### src/rtl/core/kwl_pkg.sv
package kwl_pkg;

  localparam int CH_W     = 8;
  localparam int FIELD_W  = 14;
  localparam int KIND_W   = 5;
  localparam int PREFIX_W = 56;
  localparam int RUN_W    = FIELD_W;

  localparam logic [FIELD_W-1:0] FIELD_MAX = {FIELD_W{1'b1}};

  // Longest word that can still be a keyword
  localparam int KW_MAX_LEN = PREFIX_W / CH_W;

  localparam int TEXT_DEPTH_DEF = 16384;

  // Output queue sizing
  localparam int OQ_DEPTH = 4;
  localparam int OQ_PTR_W = $clog2(OQ_DEPTH);
  localparam int OQ_CNT_W = OQ_PTR_W + 1;

  // Source characters with a meaning of their own
  localparam logic [CH_W-1:0] CH_NUL    = 8'h00;
  localparam logic [CH_W-1:0] CH_LPAREN = "(";
  localparam logic [CH_W-1:0] CH_RPAREN = ")";
  localparam logic [CH_W-1:0] CH_LBRACE = "{";
  localparam logic [CH_W-1:0] CH_RBRACE = "}";
  localparam logic [CH_W-1:0] CH_EQUAL  = "=";
  localparam logic [CH_W-1:0] CH_COMMA  = ",";
  localparam logic [CH_W-1:0] CH_PLUS   = "+";
  localparam logic [CH_W-1:0] CH_STAR   = "*";
  localparam logic [CH_W-1:0] CH_SLASH  = "/";
  localparam logic [CH_W-1:0] CH_AT     = "@";
  localparam logic [CH_W-1:0] CH_DASH   = "-";
  localparam logic [CH_W-1:0] CH_GT     = ">";
  localparam logic [CH_W-1:0] CH_ZERO   = "0";
  localparam logic [CH_W-1:0] CH_X      = "x";

  typedef enum logic [KIND_W-1:0] {
    TK_INT      = 5'd0,
    TK_ADDR     = 5'd1,
    TK_ADDRARR  = 5'd2,
    TK_ARR      = 5'd3,
    TK_MEM      = 5'd4,
    TK_STR      = 5'd5,
    TK_MAIN     = 5'd6,
    TK_ARROW    = 5'd7,
    TK_EQUAL    = 5'd8,
    TK_LPAREN   = 5'd9,
    TK_RPAREN   = 5'd10,
    TK_LBRACE   = 5'd11,
    TK_RBRACE   = 5'd12,
    TK_AT       = 5'd13,
    TK_STATIC   = 5'd14,
    TK_SUM      = 5'd15,
    TK_SUB      = 5'd16,
    TK_DIV      = 5'd17,
    TK_MULT     = 5'd18,
    TK_INTDATA  = 5'd19,
    TK_ADDRDATA = 5'd20,
    TK_IDENT    = 5'd21,
    TK_STRDATA  = 5'd22,
    TK_NULL     = 5'd23,
    TK_COMMA    = 5'd24,
    TK_FOR      = 5'd25,
    TK_IF       = 5'd26,
    TK_PRINT    = 5'd27,
    TK_END      = 5'd28
  } token_kind_t;

  typedef struct packed {
    token_kind_t         kind;
    logic [FIELD_W-1:0]  start;
    logic [FIELD_W-1:0]  len;
    logic                last;
  } kwl_result_t;

  // Results of one byte, packed from slot 0; n counts valid slots
  typedef struct packed {
    logic [1:0]  n;
    kwl_result_t r0;
    kwl_result_t r1;
  } kwl_push_t;

  localparam int KW_COUNT = 14;

  // Keywords right-justified, zero-padded on the left
  localparam logic [PREFIX_W-1:0] KW_TEXT [KW_COUNT] = '{
    56'("int"),  56'("addr"), 56'("addrArr"), 56'("arr"),    56'("mem"),
    56'("str"),  56'("main"), 56'("static"),  56'("NULL"),   56'("null"),
    56'("Null"), 56'("for"),  56'("if"),      56'("print")
  };

  localparam token_kind_t KW_KIND [KW_COUNT] = '{
    TK_INT,  TK_ADDR, TK_ADDRARR, TK_ARR,  TK_MEM,
    TK_STR,  TK_MAIN, TK_STATIC,  TK_NULL, TK_NULL,
    TK_NULL, TK_FOR,  TK_IF,      TK_PRINT
  };

  function automatic token_kind_t kw_lookup(logic [PREFIX_W-1:0] prefix);
    token_kind_t k;
    k = TK_IDENT;
    for (int i = 0; i < KW_COUNT; i++) begin
      if (prefix == KW_TEXT[i]) begin
        k = KW_KIND[i];
      end
    end
    return k;
  endfunction

endpackage

### src/rtl/core/kwl_scan.sv
module kwl_scan #(
  parameter int TEXT_DEPTH = kwl_pkg::TEXT_DEPTH_DEF
) (
  input  logic                    clk,
  input  logic                    rst,
  input  logic                    fire,
  input  logic [kwl_pkg::CH_W-1:0] ch,
  output kwl_pkg::kwl_push_t      push
);
  import kwl_pkg::*;

  localparam int POS_W = $clog2(TEXT_DEPTH);
  localparam int CAP_W = (POS_W > FIELD_W) ? POS_W : FIELD_W;
  localparam logic [POS_W-1:0] POS_MAX = POS_W'(TEXT_DEPTH - 1);

  typedef enum logic [5:0] {
    M_IDLE = 6'b000001,
    M_DASH = 6'b000010,
    M_WORD = 6'b000100,
    M_ZERO = 6'b001000,
    M_DEC  = 6'b010000,
    M_HEX  = 6'b100000
  } mode_t;

  mode_t                mode, mode_next;
  logic [POS_W-1:0]     pos, pos_next;
  logic [POS_W-1:0]     tstart, tstart_next;
  logic [RUN_W-1:0]     run, run_next;
  logic [PREFIX_W-1:0]  prefix, prefix_next;

  logic                 is_alpha, is_digit, is_alnum;
  logic                 done, ended;
  logic                 held_emit, new_emit;
  kwl_result_t          held_res, new_res;
  logic [RUN_W-1:0]     run_inc;
  token_kind_t          word_kind;

  function automatic logic [FIELD_W-1:0] cap_pos(logic [POS_W-1:0] v);
    logic [CAP_W-1:0] w;
    w = CAP_W'(v);
    if (w >= CAP_W'(FIELD_MAX)) begin
      return FIELD_MAX;
    end
    return w[FIELD_W-1:0];
  endfunction

  assign is_alpha = (ch inside {["a":"z"], ["A":"Z"], "_"});
  assign is_digit = (ch inside {["0":"9"]});
  assign is_alnum = is_alpha | is_digit;
  assign run_inc  = (run != FIELD_MAX) ? run + 1'b1 : run;
  assign word_kind = (run > RUN_W'(KW_MAX_LEN)) ? TK_IDENT : kw_lookup(prefix);

  always_comb begin
    mode_next   = mode;
    tstart_next = tstart;
    run_next    = run;
    prefix_next = prefix;
    done        = 1'b0;
    ended       = 1'b0;
    held_emit   = 1'b0;
    new_emit    = 1'b0;
    held_res    = '{kind: TK_IDENT, start: cap_pos(tstart), len: run, last: 1'b0};
    new_res     = '{kind: TK_END, start: cap_pos(pos), len: '0, last: 1'b1};

    // Close or extend the open token
    case (mode)
      M_DASH: begin
        held_emit = 1'b1;
        if (ch == CH_GT) begin
          held_res.kind = TK_ARROW;
          held_res.len  = FIELD_W'(2);
          mode_next     = M_IDLE;
          done          = 1'b1;
        end else begin
          held_res.kind = TK_SUB;
          held_res.len  = FIELD_W'(1);
        end
      end
      M_WORD: begin
        if (is_alnum) begin
          if (run < RUN_W'(KW_MAX_LEN)) begin
            prefix_next = {prefix[PREFIX_W-CH_W-1:0], ch};
          end
          run_next = run_inc;
          done     = 1'b1;
        end else begin
          held_emit     = 1'b1;
          held_res.kind = word_kind;
        end
      end
      M_ZERO: begin
        if (ch == CH_X) begin
          mode_next = M_HEX;
          run_next  = RUN_W'(2);
          done      = 1'b1;
        end else if (is_digit) begin
          mode_next = M_DEC;
          run_next  = run_inc;
          done      = 1'b1;
        end else begin
          held_emit     = 1'b1;
          held_res.kind = TK_INTDATA;
        end
      end
      M_DEC: begin
        if (is_digit) begin
          run_next = run_inc;
          done     = 1'b1;
        end else begin
          held_emit     = 1'b1;
          held_res.kind = TK_INTDATA;
        end
      end
      M_HEX: begin
        if (is_alnum) begin
          run_next = run_inc;
          done     = 1'b1;
        end else begin
          held_emit     = 1'b1;
          held_res.kind = TK_ADDRDATA;
        end
      end
      default: begin
      end
    endcase

    // Start something new from this byte
    if (!done) begin
      mode_next   = M_IDLE;
      new_res.len = FIELD_W'(1);
      case (ch)
        CH_NUL: begin
          new_emit    = 1'b1;
          new_res.len = '0;
          ended       = 1'b1;
        end
        CH_LPAREN: begin new_emit = 1'b1; new_res.kind = TK_LPAREN; end
        CH_RPAREN: begin new_emit = 1'b1; new_res.kind = TK_RPAREN; end
        CH_LBRACE: begin new_emit = 1'b1; new_res.kind = TK_LBRACE; end
        CH_RBRACE: begin new_emit = 1'b1; new_res.kind = TK_RBRACE; end
        CH_EQUAL:  begin new_emit = 1'b1; new_res.kind = TK_EQUAL;  end
        CH_COMMA:  begin new_emit = 1'b1; new_res.kind = TK_COMMA;  end
        CH_PLUS:   begin new_emit = 1'b1; new_res.kind = TK_SUM;    end
        CH_STAR:   begin new_emit = 1'b1; new_res.kind = TK_MULT;   end
        CH_SLASH:  begin new_emit = 1'b1; new_res.kind = TK_DIV;    end
        CH_AT:     begin new_emit = 1'b1; new_res.kind = TK_AT;     end
        CH_DASH: begin
          mode_next   = M_DASH;
          tstart_next = pos;
          run_next    = RUN_W'(1);
        end
        default: begin
          if (is_alpha) begin
            mode_next   = M_WORD;
            tstart_next = pos;
            run_next    = RUN_W'(1);
            prefix_next = PREFIX_W'(ch);
          end else if (is_digit) begin
            mode_next   = (ch == CH_ZERO) ? M_ZERO : M_DEC;
            tstart_next = pos;
            run_next    = RUN_W'(1);
          end
        end
      endcase
    end

    if (ended) begin
      mode_next   = M_IDLE;
      pos_next    = '0;
      tstart_next = '0;
      run_next    = '0;
      prefix_next = '0;
    end else begin
      pos_next = (pos < POS_MAX) ? pos + 1'b1 : POS_MAX;
    end

    held_res.last = !new_emit;
  end

  // Pack results from slot 0; report nothing unless the byte advances
  always_comb begin
    push.r0 = held_emit ? held_res : new_res;
    push.r1 = new_res;
    if (!fire) begin
      push.n = 2'd0;
    end else begin
      push.n = {1'b0, held_emit} + {1'b0, new_emit};
    end
  end

  always_ff @(posedge clk) begin
    if (rst) begin
      mode   <= M_IDLE;
      pos    <= '0;
      tstart <= '0;
      run    <= '0;
      prefix <= '0;
    end else if (fire) begin
      mode   <= mode_next;
      pos    <= pos_next;
      tstart <= tstart_next;
      run    <= run_next;
      prefix <= prefix_next;
    end
  end

endmodule

### src/rtl/core/kwl_outq.sv
module kwl_outq (
  input  logic                 clk,
  input  logic                 rst,
  input  kwl_pkg::kwl_push_t   push,
  output logic                 room,
  output logic                 out_valid,
  input  logic                 out_stall,
  output kwl_pkg::kwl_result_t head
);
  import kwl_pkg::*;

  kwl_result_t         entries [OQ_DEPTH];
  logic [OQ_PTR_W-1:0] wr, rd;
  logic [OQ_CNT_W-1:0] count;
  logic                pop;

  assign out_valid = (count != '0);
  assign pop       = out_valid && !out_stall;
  assign head      = entries[rd];
  // Two free slots cover the worst byte
  assign room      = (count <= OQ_CNT_W'(OQ_DEPTH - 2));

  always_ff @(posedge clk) begin
    if (push.n != 2'd0) begin
      entries[wr] <= push.r0;
    end
    if (push.n == 2'd2) begin
      entries[wr + 1'b1] <= push.r1;
    end
  end

  always_ff @(posedge clk) begin
    if (rst) begin
      wr    <= '0;
      rd    <= '0;
      count <= '0;
    end else begin
      wr    <= wr + OQ_PTR_W'(push.n);
      rd    <= rd + OQ_PTR_W'(pop);
      count <= count + OQ_CNT_W'(push.n) - OQ_CNT_W'(pop);
    end
  end

endmodule

### src/rtl/core/keyword_lexer_core.sv
// Streaming keyword lexer. Feed source text one byte per request on ch; a
// zero byte ends the text, flushes any open token, emits an end token and
// returns the block to its reset state so the next byte is offset 0 of a new
// text. Each result request carries token_kind, start_offset, token_length
// (0 on the end token) and last_of_run, which marks the final result caused
// by one input byte. Punctuation tokens come out at once; words, keywords,
// decimal and 0x address literals, and '-' versus "->" are held until a byte
// arrives that cannot extend them, so one byte can cause two results (the
// closed token, then its own). Bytes no rule accepts separate tokens and are
// dropped. Offsets saturate at TEXT_DEPTH-1 and every reported offset and
// length is capped at 16383. Timing: a byte is taken into the input register
// and scanned there against the lexer state, and its results are written into
// a four-entry output queue whose head drives the outputs, so a result passes
// through the input register and the queue before it is presented. The input
// takes a byte every cycle while the queue has two free slots; the output
// drains one result per cycle while out_stall is low, so sustained rate is one
// byte per cycle except when bytes cause more than one result on average for
// long stretches, where the output port sets the pace.
module keyword_lexer_core #(
  parameter int TEXT_DEPTH = kwl_pkg::TEXT_DEPTH_DEF
) (
  input  logic                        clk,
  input  logic                        rst,
  input  logic                        in_valid,
  output logic                        in_stall,
  input  logic [kwl_pkg::CH_W-1:0]    ch,
  output logic                        out_valid,
  input  logic                        out_stall,
  output logic [kwl_pkg::KIND_W-1:0]  token_kind,
  output logic [kwl_pkg::FIELD_W-1:0] start_offset,
  output logic [kwl_pkg::FIELD_W-1:0] token_length,
  output logic                        last_of_run
);
  import kwl_pkg::*;

  // Input register
  logic             hold_valid;
  logic [CH_W-1:0]  hold_ch;
  logic             fire;
  logic             room;
  kwl_push_t        push;
  kwl_result_t      head;

  // Advance the held byte only when the queue can take both of its results
  assign fire     = hold_valid && room;
  assign in_stall = hold_valid && !room;

  always_ff @(posedge clk) begin
    if (rst) begin
      hold_valid <= 1'b0;
    end else if (!in_stall) begin
      hold_valid <= in_valid;
    end
  end

  always_ff @(posedge clk) begin
    if (in_valid && !in_stall) begin
      hold_ch <= ch;
    end
  end

  kwl_scan #(
    .TEXT_DEPTH(TEXT_DEPTH)
  ) u_scan (
    .clk  (clk),
    .rst  (rst),
    .fire (fire),
    .ch   (hold_ch),
    .push (push)
  );

  kwl_outq u_outq (
    .clk       (clk),
    .rst       (rst),
    .push      (push),
    .room      (room),
    .out_valid (out_valid),
    .out_stall (out_stall),
    .head      (head)
  );

  assign token_kind   = head.kind;
  assign start_offset = head.start;
  assign token_length = head.len;
  assign last_of_run  = head.last;

endmodule

### config.mk
export PLATFORM = sky130hd
export DESIGN_NAME = keyword_lexer_core
export DESIGN_NICKNAME = d
export VERILOG_FILES = /design/src/rtl/core/kwl_pkg.sv /design/src/rtl/core/kwl_scan.sv /design/src/rtl/core/kwl_outq.sv /design/src/rtl/core/keyword_lexer_core.sv
export SDC_FILE = /design/constraint.sdc
export NUM_CORES = 1
export LEC_CHECK = 0
export ABC_AREA = 1
export BUFFER_PORTS_ARGS = -buffer_cell sky130_fd_sc_hd__buf_2
export CAP_MARGIN = 0
export CORE_MARGIN = 4
export CORE_UTILIZATION = 68
export DETAILED_ROUTE_END_ITERATION = 10
export HOLD_SLACK_MARGIN = 0.02
export PLACE_DENSITY = 0.92
export SLEW_MARGIN = 10
export SYNTH_ARGS = -nofsm -noshare
export SYNTH_HDL_FRONTEND = slang
export SYNTH_HIERARCHICAL = 1
export SYNTH_SLANG_ARGS = --single-unit
### constraint.sdc
create_clock -name clk -period 15.05 [get_ports clk]
set_input_delay 2.2575 -clock clk [delete_from_list [all_inputs] [get_ports clk]]
set_output_delay 2.2575 -clock clk [all_outputs]
set_load 0.005 [all_outputs]
==> run metrics, run 1 <==
fillcell total 1702; fmax 178 MHz; final worst path period share 37.4%; Port Buf Inserts 47; DRC Markers 0; Slew headroom 16.1%; Max Clock Skew 0.0172 ns; Reg clk slew, reported paths 0.06 ns; Setup CP Type reg2out; Total GRT Usage 31.5%; peak supply drop 89.4 uV; H-tree depth 1; RePlAce Congestion 0.975; area grow syn2layout 5.95%; I/O Pins 48; Vias/cell 6.20; DP Worst Slack 9.99 ns; post-synth design cell area 15700 um2; Critical-path top delay cell dfxtp_1; Leak 0.00618 uW; Clock Path Buffers 3; dpl cell area 15700 um2; Initial Util 69.3%; CP endpoint kind output pin; CP peak stage delay 1.15 ns; PostCTS Resize Cnt 0; layout cells sized above 1 13.2%; setup_tns 0 ns; Clk Latency, worst-skew pair 0.56 ns; DRT Wirelength 41.8 mm; register area 6570 um2; Hold Crit Class reg2reg; WL per Instance 17.7 um; Num CTS Buffers 26; CTS Sinks 256; CTS Root Cell clkbuf_16; post-route cell area 16600 um2; Final nets 2075; FF+latch count, synth 256; outcome completed; height of the die 160 um; unique cell type count in the Yosys netlist 49; Die ar. 25600 um2; number of synthesis warnings 6; Hold Vio Cnt, Final 0; cell breakdown of the critical path inv_1, o21ai_0, o22ai_1, buf_2; max_cap viols 0; Row Count 55; most frequent cells in the layout nand2_1, nor2_1, o21ai_0; pin count of the biggest net entering global routing 84; fin worst setup slack 9.43 ns; crit path launch type flip-flop; top_reg_cell synth edfxtp_1; Worst Tran Pin Value 1.26 ns; DR pass1 iterations 6; Initial DRC Count 1801; critical path arrival 3.37 ns; # diodes 0; Post-synth EDFFs 144; vias in the first global route 13.6k; CTS Hold Bufs 0; commonest non-fill, non-tap cell in the layout nand2_1; register area share after synthesis 41.8%; RSZ-0062 raised after global routing false; first-pass GRT wire length 68.0 mm; Post-Synthesis Mean Instance Area 7.50 um2; die width 160 um; postcts setup bufs 0; CTS tree yes; Multi-input gate area 7660 um2; GR Overflow Total 0; worst-path fanout max 36; Period minus WS final 5.62 ns; area of the core 22600 um2; Post-synth ARST share 0%; worst endpoint required time 12.79 ns; final HPWL from detailed placement 27.4 mm; via count 14.6k; final slew viol count 0; Post-DRT Antenna Nets 0; Power Total 1760 uW; Synth Instances 2094; R2R Setup Slk 9.89 ns; initial antenna violation count 0; Finish-stage setup viols 0; power density over cell area 106 nW/um2
[worst max-delay path, delay by kind of cell, from the launching register on]
kind	cells	cell delay, ns
AOI/OAI and AO/OA	2	0.54
buffers and inverters	2	1.08
DFF	1	1.15
[metrics by stage]
step	utilization, %	hold slack (ns)	instances
after floorplan	-	0.453	2106
after global placement	69.4	0.463	2313
after detailed placement	69.4	0.468	2313
after CTS	73.5	0.479	2361
after global routing	73.5	0.500	2361
final	73.5	0.477	2361
[path summary, 6_finish.rpt]
path	startpoint	endpoint	depth (start not counted)
worst max-delay path	u_outq/rd[1]$_SDFF_PP0_	token_kind[4]	4
worst min-delay path	u_scan/prefix[35]$_SDFFE_PP0P_	u_scan/prefix[35]$_SDFFE_PP0P_	2
worst max register to register	hold_ch[1]$_DFFE_PP_	u_outq/entries[1][17]$_DFFE_PP_	15
worst min register to register	u_scan/prefix[35]$_SDFFE_PP0P_	u_scan/prefix[35]$_SDFFE_PP0P_	2
[state kept, by name, summed over array words and instances, names as in the netlist]
signal          count
u_outq/entries    136
u_scan/prefix      56
u_scan/pos         14
u_scan/run         14
u_scan/tstart      14
hold_ch             8
u_scan/mode         6
u_outq/count        3
u_outq/rd           2
u_outq/wr           2
hold_valid          1
[cell type report]
cell class	count	area share, %
Multi-Input combinational cell	1501	46.1
Sequential cell	256	39.5
Inverter	212	4.84
Clock buffer	36	4.57
Tap cell	285	2.14
Timing Repair Buffer	59	1.97
Clock inverter	12	0.903
[where the power goes]
part | internal [uW] | switching (uW)
logic | 92.2 | 216
clock network | 405 | 279
registers | 754 | 17.3
total | 1250 | 512
[Yosys cell counts (2+ instances only)]
master,count,area [um2]
a21oi_1,65,325
a21oi_2,40,350
a31oi_1,8,50.1
and2_1,3,18.8
buf_12,4,80.1
buf_2,23,115
buf_4,19,143
buf_6,8,90.1
buf_8,2,30.0
clkbuf_1,79,297
conb_1,2,7.51
dfxtp_1,112,2240
edfxtp_1,144,4320
ha_1,6,75.1
inv_1,203,762
inv_2,7,26.3
nand2_1,495,1860
nand2_2,15,93.8
nand2_4,5,56.3
nand3_1,102,510
nand3_2,42,420
nand3_4,5,87.6
nand3b_1,4,30.0
nand4_1,81,507
nor2_1,219,822
nor2_2,3,18.8
nor2_4,3,33.8
nor2_8,3,60.1
nor3_1,41,205
nor3_2,4,40.0
nor4_1,3,18.8
o211ai_1,2,15.0
o21ai_0,215,1080
o21ai_1,30,150
o21ai_2,35,307
o22ai_1,34,213
o31ai_1,5,37.5
xnor2_1,2,17.5
xor2_1,11,96.3
[metal layers]
layer / track usage (%) / share of wire (%)
met1: 43.6 / 40
met2: 51.6 / 47
met3: 3.87 / 9.6
met4: 11.1 / 3.4
met5: 0 / 0
[cells by family (layout without fill, tap and decap cells)]
| kind of cell | count (synthesis) | after routing | synth area share, % |
|---|---|---|---|
| and+or+nand+nor | 1029 | 1029 | 30.5 |
| AOI/OAI and AO/OA | 438 | 438 | 16.3 |
| buffers and inverters | 349 | 319 | 10.0 |
| DFF | 256 | 256 | 41.8 |
| xor gates and xnor gates | 13 | 13 | 0.725 |
| adders and majority gates | 7 | 7 | 0.606 |
| other | 2 | 14 | 0.0478 |
(Power assumes the default switching activity.)
==> inputs of run 2 (changes only) <==
Settings changed: ABC_AREA 1 to 0, CORE_UTILIZATION 68 to 57, PLACE_DENSITY 0.92 to 0.83.
Clock period 15.05 ns to 4.6 ns, I/O delays scaled along.
==> run metrics, run 2 <==
Initial Util 58.7% (-11 points); DRC Markers 0 (unchanged); Synth Instances 1164 (-44%); Seq pwr share 46.6% (+2.9 points); postcts setup bufs 0 (unchanged); Critical-path top delay cell or4b_2; switch share 24.3% (-4.7 points); Worst Tran Pin Value 0.994 ns (-0.263 ns); Hold Crit Class in2reg; Total GRT Usage 24.5% (-7.0 points); first-pass GRT wire length 51.7 mm (-24%); register area share after synthesis 48.8% (+7.0 points); GR Overflow Total 0 (unchanged); post-synth design cell area 13400 um2 (-14%); fmax 242 MHz; final core utilization 64.5% (-9.0 points); Reg clk slew, reported paths 0.06 ns (about the same); Hold Vio Cnt, Final 0 (unchanged); Reg with most FFs u_outq/entries; FF-to-FF path depth 11 (-4); Port Buf Inserts 47 (unchanged); Max Clock Skew 0.0100 ns (-0.00722 ns); Post-Synthesis Mean Instance Area 11.5 um2 (+54%); area of the core 22900 um2 (+1.2%); vias in the first global route 9471 (-30%); cell breakdown of the critical path or4b_2, o22ai_1, a21oi_1, o31a_1, o21ai_0, ha_1, and2_1, and2b_1, nand3_2, buf_12, mux2_1; Vias/cell 6.48 (+4.5%); worst-path fanout max 24 (-33%); synth cell count leaders edfxtp_1, mux2_2, dfxtp_1, nand2_1, a22o_1; unique cell type count in the Yosys netlist 94 (+92%); outcome completed; RePlAce Congestion 0.925 (-5.1%); Top Registers u_outq/entries: 136 flops, u_scan/prefix: 56 flops; Clk Latency, worst-skew pair 0.54 ns (-0.02 ns); via count 9831 (-33%); final HPWL from detailed placement 21.0 mm (-23%); I/O Pins 48 (unchanged); CP endpoint kind flip-flop; Post-synth EDFFs 144 (unchanged); most frequent cells in the layout edfxtp_1, mux2_2, dfxtp_1; height of the die 162 um (+1.0%); worst endpoint required time 4.88 ns (-7.91 ns); power density over cell area 369 nW/um2 (+250%); CTS Root Cell clkbuf_16; CTS tree yes; initial antenna violation count 1 (+1); Final nets 1202 (-42%); final slew viol count 0 (unchanged); Synth area leader edfxtp_1; H-tree depth 1 (unchanged); area grow syn2layout 9.90%; WL per Instance 21.5 um (+21%); combinational fraction of design power 12.0% (-5.5 points); RSZ-0062 raised after global routing false; CTS Sinks 256 (unchanged); Num CTS Buffers 27 (+3.8%); pin count of the biggest net entering global routing 54 (-36%); Initial DRC Count 1249 (-31%); layout cells sized above 1 26.2% (+13 points); setup_tns 0 ns (unchanged); top post-synthesis cells by area edfxtp_1, dfxtp_1, mux2_2; Post-synth ARST share 0% (unchanged); max_cap viols 0 (unchanged); DR pass1 iterations 6 (unchanged); # diodes 0 (unchanged); depth of the worst hold-timing path 1 (-1); Clock Path Buffers 3 (unchanged); FF+latch count, synth 256 (unchanged); Synth top area share 32.2% (+4.6 points); # placed instances 1467 (-37%); Post-DRT Antenna Nets 0 (unchanged); Die ar. 26100 um2 (+2.1%); count leader, synth edfxtp_1; peak supply drop 235 uV (+160%); number of flip-flops in the largest register 136 (unchanged); CP peak stage delay 0.73 ns (-0.42 ns); Finish-stage setup viols 0 (unchanged); Leak 0.00519 uW (-16%); final worst path period share 89.9%; Setup CP Type reg2reg; cell-internal power 4120 uW (+230%); top_reg_cell synth edfxtp_1; crit path launch type flip-flop; Net Switching 1320 uW (+160%); Period minus WS final 4.14 ns; critical path arrival 4.42 ns (+1.05 ns); DRT Wirelength 32.5 mm (-22%); CTS Hold Bufs 0 (unchanged); PostCTS Resize Cnt 0 (unchanged); non-filler cells, final 1517 (-36%); Clk pwr share 41.3% (+2.5 points); number of synthesis warnings 6 (unchanged); commonest non-fill, non-tap cell in the layout edfxtp_1; Row Count 55 (unchanged); Slew headroom 33.7% (+18 points); die width 162 um (+1.0%)
## run 2: changes by cell type in the layout (fill, tap and decap cells not counted), moves of 66 or more
cell / previous run / this run
nand2_1: 495 / 93
inv_1: 201 / 12
o21ai_0: 215 / 37
nor2_1: 218 / 51
mux2_2: 0 / 135
nand4_1: 81 / 15
## run 2: logic make-up (layout without fill, tap and decap cells)
logic type	count (synthesis)	in the layout	share of synthesized area, %
AND/OR/NAND/NOR	380	380	15.8
flip-flops	256	256	48.8
AO/OA/AOI/OAI	225	225	11.7
multiplexers	179	179	17.8
buffers and inverters	108	136	4.65
adder cells (fa/ha/maj)	7	7	0.707
XOR/XNOR	7	7	0.456
other	2	14	0.0559
## run 2: worst paths after layout
path                                               startpoint                               to  slack (ns)
worst min-delay path                                    ch[6]             hold_ch[6]$_DFFE_PP_        0.33
worst max-delay path                     hold_ch[7]$_DFFE_PP_  u_outq/entries[0][20]$_DFFE_PP_        0.46
worst max register to register           hold_ch[7]$_DFFE_PP_  u_outq/entries[0][20]$_DFFE_PP_        0.46
worst min register to register  u_scan/tstart[8]$_SDFFE_PP0P_    u_scan/tstart[8]$_SDFFE_PP0P_        0.45
## run 2: worst max-delay path, delay by kind of cell (launching register included)
family	cells	cell delay, ns
buffers and inverters	1	0.31
and+or+nand+nor	4	1.54
DFF	1	0.52
muxes	1	0.33
adders and majority gates	1	0.34
AOI/OAI and AO/OA	4	0.83
## run 2: area by class of cell
class                      instances  area, um2
inverter                          13       48.8
clock inverter                    13        158
timing repair buffer              73        518
fill                            1687       8140
clock buffer                      37        774
multi-input combinational        812       6320
sequential                       256       6570
tap                              313        392
## run 2: metrics by stage
step	cell area [um2]	hold slack (ns)	setup slack, ns	power, uW
final	14800	0.329	0.464	5450
after global routing	14800	0.319	0.259	5630
after CTS	14800	0.310	0.503	5470
after detailed placement	13800	0.445	0.531	3240
after global placement	13800	0.438	0.682	3220
after floorplan	13500	0.429	0.384	3040
## run 2: metal layers
layer  up-vias  wire length (um)  global-route usage (%)
li1       4495                 -                       -
met1      4822             13400                    33.6
met2       453             15800                    40.9
met3        59              2770                    4.52
met4         2               534                    5.43
met5         -                13                       0
## run 2: power groups by stage
stage	Sequential [uW]	Clock, uW	Combinational [uW]
after floorplan	2520	0	519
after global placement	2580	0	632
after detailed placement	2590	0	652
after CTS	2540	2270	658
after global routing	2550	2370	711
final	2540	2250	656
==> inputs of run 3 (changes only) <==
Settings changed: CORE_UTILIZATION 57 to 56, PLACE_DENSITY 0.83 to 0.82, SKIP_LAST_GASP set to 1, SYNTH_HIERARCHICAL 1 to unset.
==> run metrics, run 3 <==
outcome completed; cell-internal power 3930 uW (-4.6%); Worst Tran Pin Value 1.14 ns (+0.149 ns); cell breakdown of the critical path buf_4, o21ai_0, nand2_1, o21a_1, a211oi_4, inv_2, ha_1, o21ai_1, or2_2, nor2_1, a22o_1; Post-synth EDFFs 88 (-39%); pin count of the biggest net entering global routing 56 (+3.7%); register area share after synthesis 48.3% (-0.49 points); GR Overflow Total 0 (unchanged); Post-Synthesis Mean Instance Area 9.94 um2 (-14%); Num CTS Buffers 26 (-3.7%); combinational fraction of design power 11.4% (-0.6 points); Finish-stage setup viols 0 (unchanged); CTS tree yes; layout cells sized above 1 13.6% (-13 points); die width 157 um (-2.9%); Vias/cell 6.65 (+2.6%); Hold Crit Class in2reg; worst-path fanout max 14 (-42%); fin worst setup slack 0.232 ns (-0.232 ns); top post-synthesis cells by area dfxtp_1, edfxtp_1, a22o_1; vias in the first global route 9591 (+1.3%); Seq pwr share 47.7% (+1.1 points); Net Switching 1300 uW (-2.0%); Row Count 54 (-1.8%); Synth Instances 1250 (+7.4%); final HPWL from detailed placement 21.5 mm (+2.4%); CP endpoint kind flip-flop; Post-synth ARST share 0% (unchanged); Leak 0.00460 uW (-12%); Clk Latency, worst-skew pair 0.54 ns (about the same); DP Worst Slack 0.302 ns (-0.229 ns); Max Clock Skew 0.0106 ns (+0.000561 ns); WL per Instance 20.7 um (-3.5%); Power Total 5230 uW (-3.9%); first-pass GRT wire length 51.2 mm (-0.84%); commonest non-fill, non-tap cell in the layout dfxtp_1; Setup CP Type reg2reg; Synth area leader dfxtp_1; unique cell type count in the Yosys netlist 77 (-18%); CTS Sinks 256 (unchanged); synth cell count leaders dfxtp_1, nand2_1, a22o_1, edfxtp_1, o21ai_0; # placed instances 1505 (+2.6%); max_cap viols 0 (unchanged); CP peak stage delay 0.80 ns (+0.07 ns); Synth top area share 27.1% (-5.1 points); height of the die 157 um (-2.9%); Reg clk slew, reported paths 0.06 ns (about the same); Post-DRT Antenna Nets 0 (unchanged); Critical-path top delay cell nor2_1; DR pass1 iterations 6 (unchanged); post-synth design cell area 12400 um2 (-7.6%); top_reg_cell synth dfxtp_1; H-tree depth 1 (unchanged); number of synthesis warnings 0 (-6); non-filler cells, final 1553 (+2.4%); Top Registers u_outq.entries: 136 flops, u_scan.prefix: 56 flops; Syn Nets 1271; RSZ-0062 raised after global routing false; count leader, synth dfxtp_1; DRT Wirelength 32.1 mm (-1.3%); number of flip-flops in the largest register 136 (unchanged); RePlAce Congestion 0.944 (+2.1%); crit path launch type flip-flop; Period minus WS final 4.37 ns (+0.232 ns); Clk pwr share 41.0% (-0.3 points); initial antenna violation count 0 (-1); most frequent cells in the layout dfxtp_1, nand2_1, a22o_1; area of the core 21800 um2 (-4.8%); switch share 24.8% (+0.50 points); Total GRT Usage 25.5% (+1.1 points); Reg with most FFs u_outq.entries; area grow syn2layout 10.1%; final worst path period share 95.0% (+5.0 points); setup_tns 0 ns (unchanged); via count 10.3k (+5.1%); Hold Vio Cnt, Final 0 (unchanged); fmax 229 MHz (-5.3%); worst endpoint required time 5.01 ns (+0.13 ns); critical path arrival 4.77 ns (+0.35 ns); Port Buf Inserts 47 (unchanged); Initial DRC Count 1149 (-8.0%); I/O Pins 48 (unchanged); Initial Util 56.9% (-1.7 points); DRC Markers 0 (unchanged); # diodes 0 (unchanged); Final nets 1274 (+6.0%); power density over cell area 383 nW/um2 (+3.8%); fillcell total 1757 (+4.1%); peak supply drop 260 uV (+10%); final slew viol count 0 (unchanged); FF+latch count, synth 256 (unchanged); CTS Root Cell clkbuf_16; Clock Path Buffers 3 (unchanged); Die ar. 24600 um2 (-5.7%); Slew headroom 23.8% (-9.9 points)
run 3: metrics by stage:
step / utilization, % / hold slack [ns] / area (um2)
4_1_cts: 62.6 / 0.311 / 13700
2_1_floorplan: - / 0.420 / 12400
3_5_place_dp: 58.5 / 0.439 / 12800
3_3_place_gp: 58.5 / 0.428 / 12800
5_1_grt: 62.7 / 0.315 / 13700
6_report: 62.7 / 0.327 / 13700
run 3: repair_timing:
action,CTS,global route
resized for setup,0,5
hold buffers,0,0
buffers inserted,0,0
endpoints found under the setup margin,0,32
run 3: area by class of cell:
| cell class | count | area (um2) | area share [%] |
|---|---|---|---|
| well taps | 280 | 350 | 2.56 |
| clock inverters | 9 | 106 | 0.778 |
| inverters | 15 | 56.3 | 0.412 |
| repair buffers | 67 | 385 | 2.82 |
| clock buffers | 39 | 769 | 5.63 |
| flip-flops and latches | 256 | 6010 | 43.9 |
| multi-input cells | 887 | 6000 | 43.9 |
run 3: kinds of logic (layout without fill, tap and decap cells):
kind of cell / Yosys count / after routing / synth area share, %
DFF: 256 / 256 / 48.3
muxes: 36 / 36 / 6.33
adders and majority gates: 9 / 9 / 0.967
xor gates and xnor gates: 7 / 7 / 0.494
buffers and inverters: 107 / 130 / 3.62
AOI/OAI and AO/OA: 357 / 357 / 20.0
and+or+nand+nor: 478 / 478 / 20.2
run 3: power groups by stage:
stage | Clock (uW) | Sequential [uW] | Combinational [uW]
after CTS | 2170 | 2500 | 596
after floorplan | 0 | 2450 | 505
final | 2140 | 2490 | 595
after detailed placement | 0 | 2550 | 593
after global placement | 0 | 2540 | 587
after global routing | 2260 | 2510 | 644
run 3: metal layers:
| metal | up-vias | track usage [%] | wire (um) | share of wire, % |
|---|---|---|---|---|
| met3 | 67 | 4.62 | 3050 | 9.5 |
| met1 | 4925 | 35.6 | 13300 | 41 |
| met4 | 0 | 6.61 | 737 | 2.3 |
| met5 | - | 0 | 0 | 0 |
| li1 | 4807 | - | - | - |
| met2 | 531 | 41.6 | 15000 | 47 |
run 3: worst max-delay path, delay by kind of cell, from the launching register on:
family                     cells  cell delay [ns]
buffers and inverters          2             0.35
DFF                            1             0.45
adders and majority gates      1             0.48
and+or+nand+nor                3             1.46
AOI/OAI and AO/OA              5             1.50
run 3: worst paths after layout:
| check | depth (start not counted) | slack [ns] | startpoint | to |
|---|---|---|---|---|
| hold reg to reg | 2 | 0.45 | u_outq.entries[0][4]$_SDFFE_PP0P_ | u_outq.entries[0][4]$_SDFFE_PP0P_ |
| setup reg to reg | 11 | 0.23 | hold_ch[2]$_DFFE_PP_ | u_outq.entries[2][27]$_DFFE_PP_ |
| setup / recovery | 11 | 0.23 | hold_ch[2]$_DFFE_PP_ | u_outq.entries[2][27]$_DFFE_PP_ |
| hold / removal | 1 | 0.33 | ch[4] | hold_ch[4]$_DFFE_PP_ |
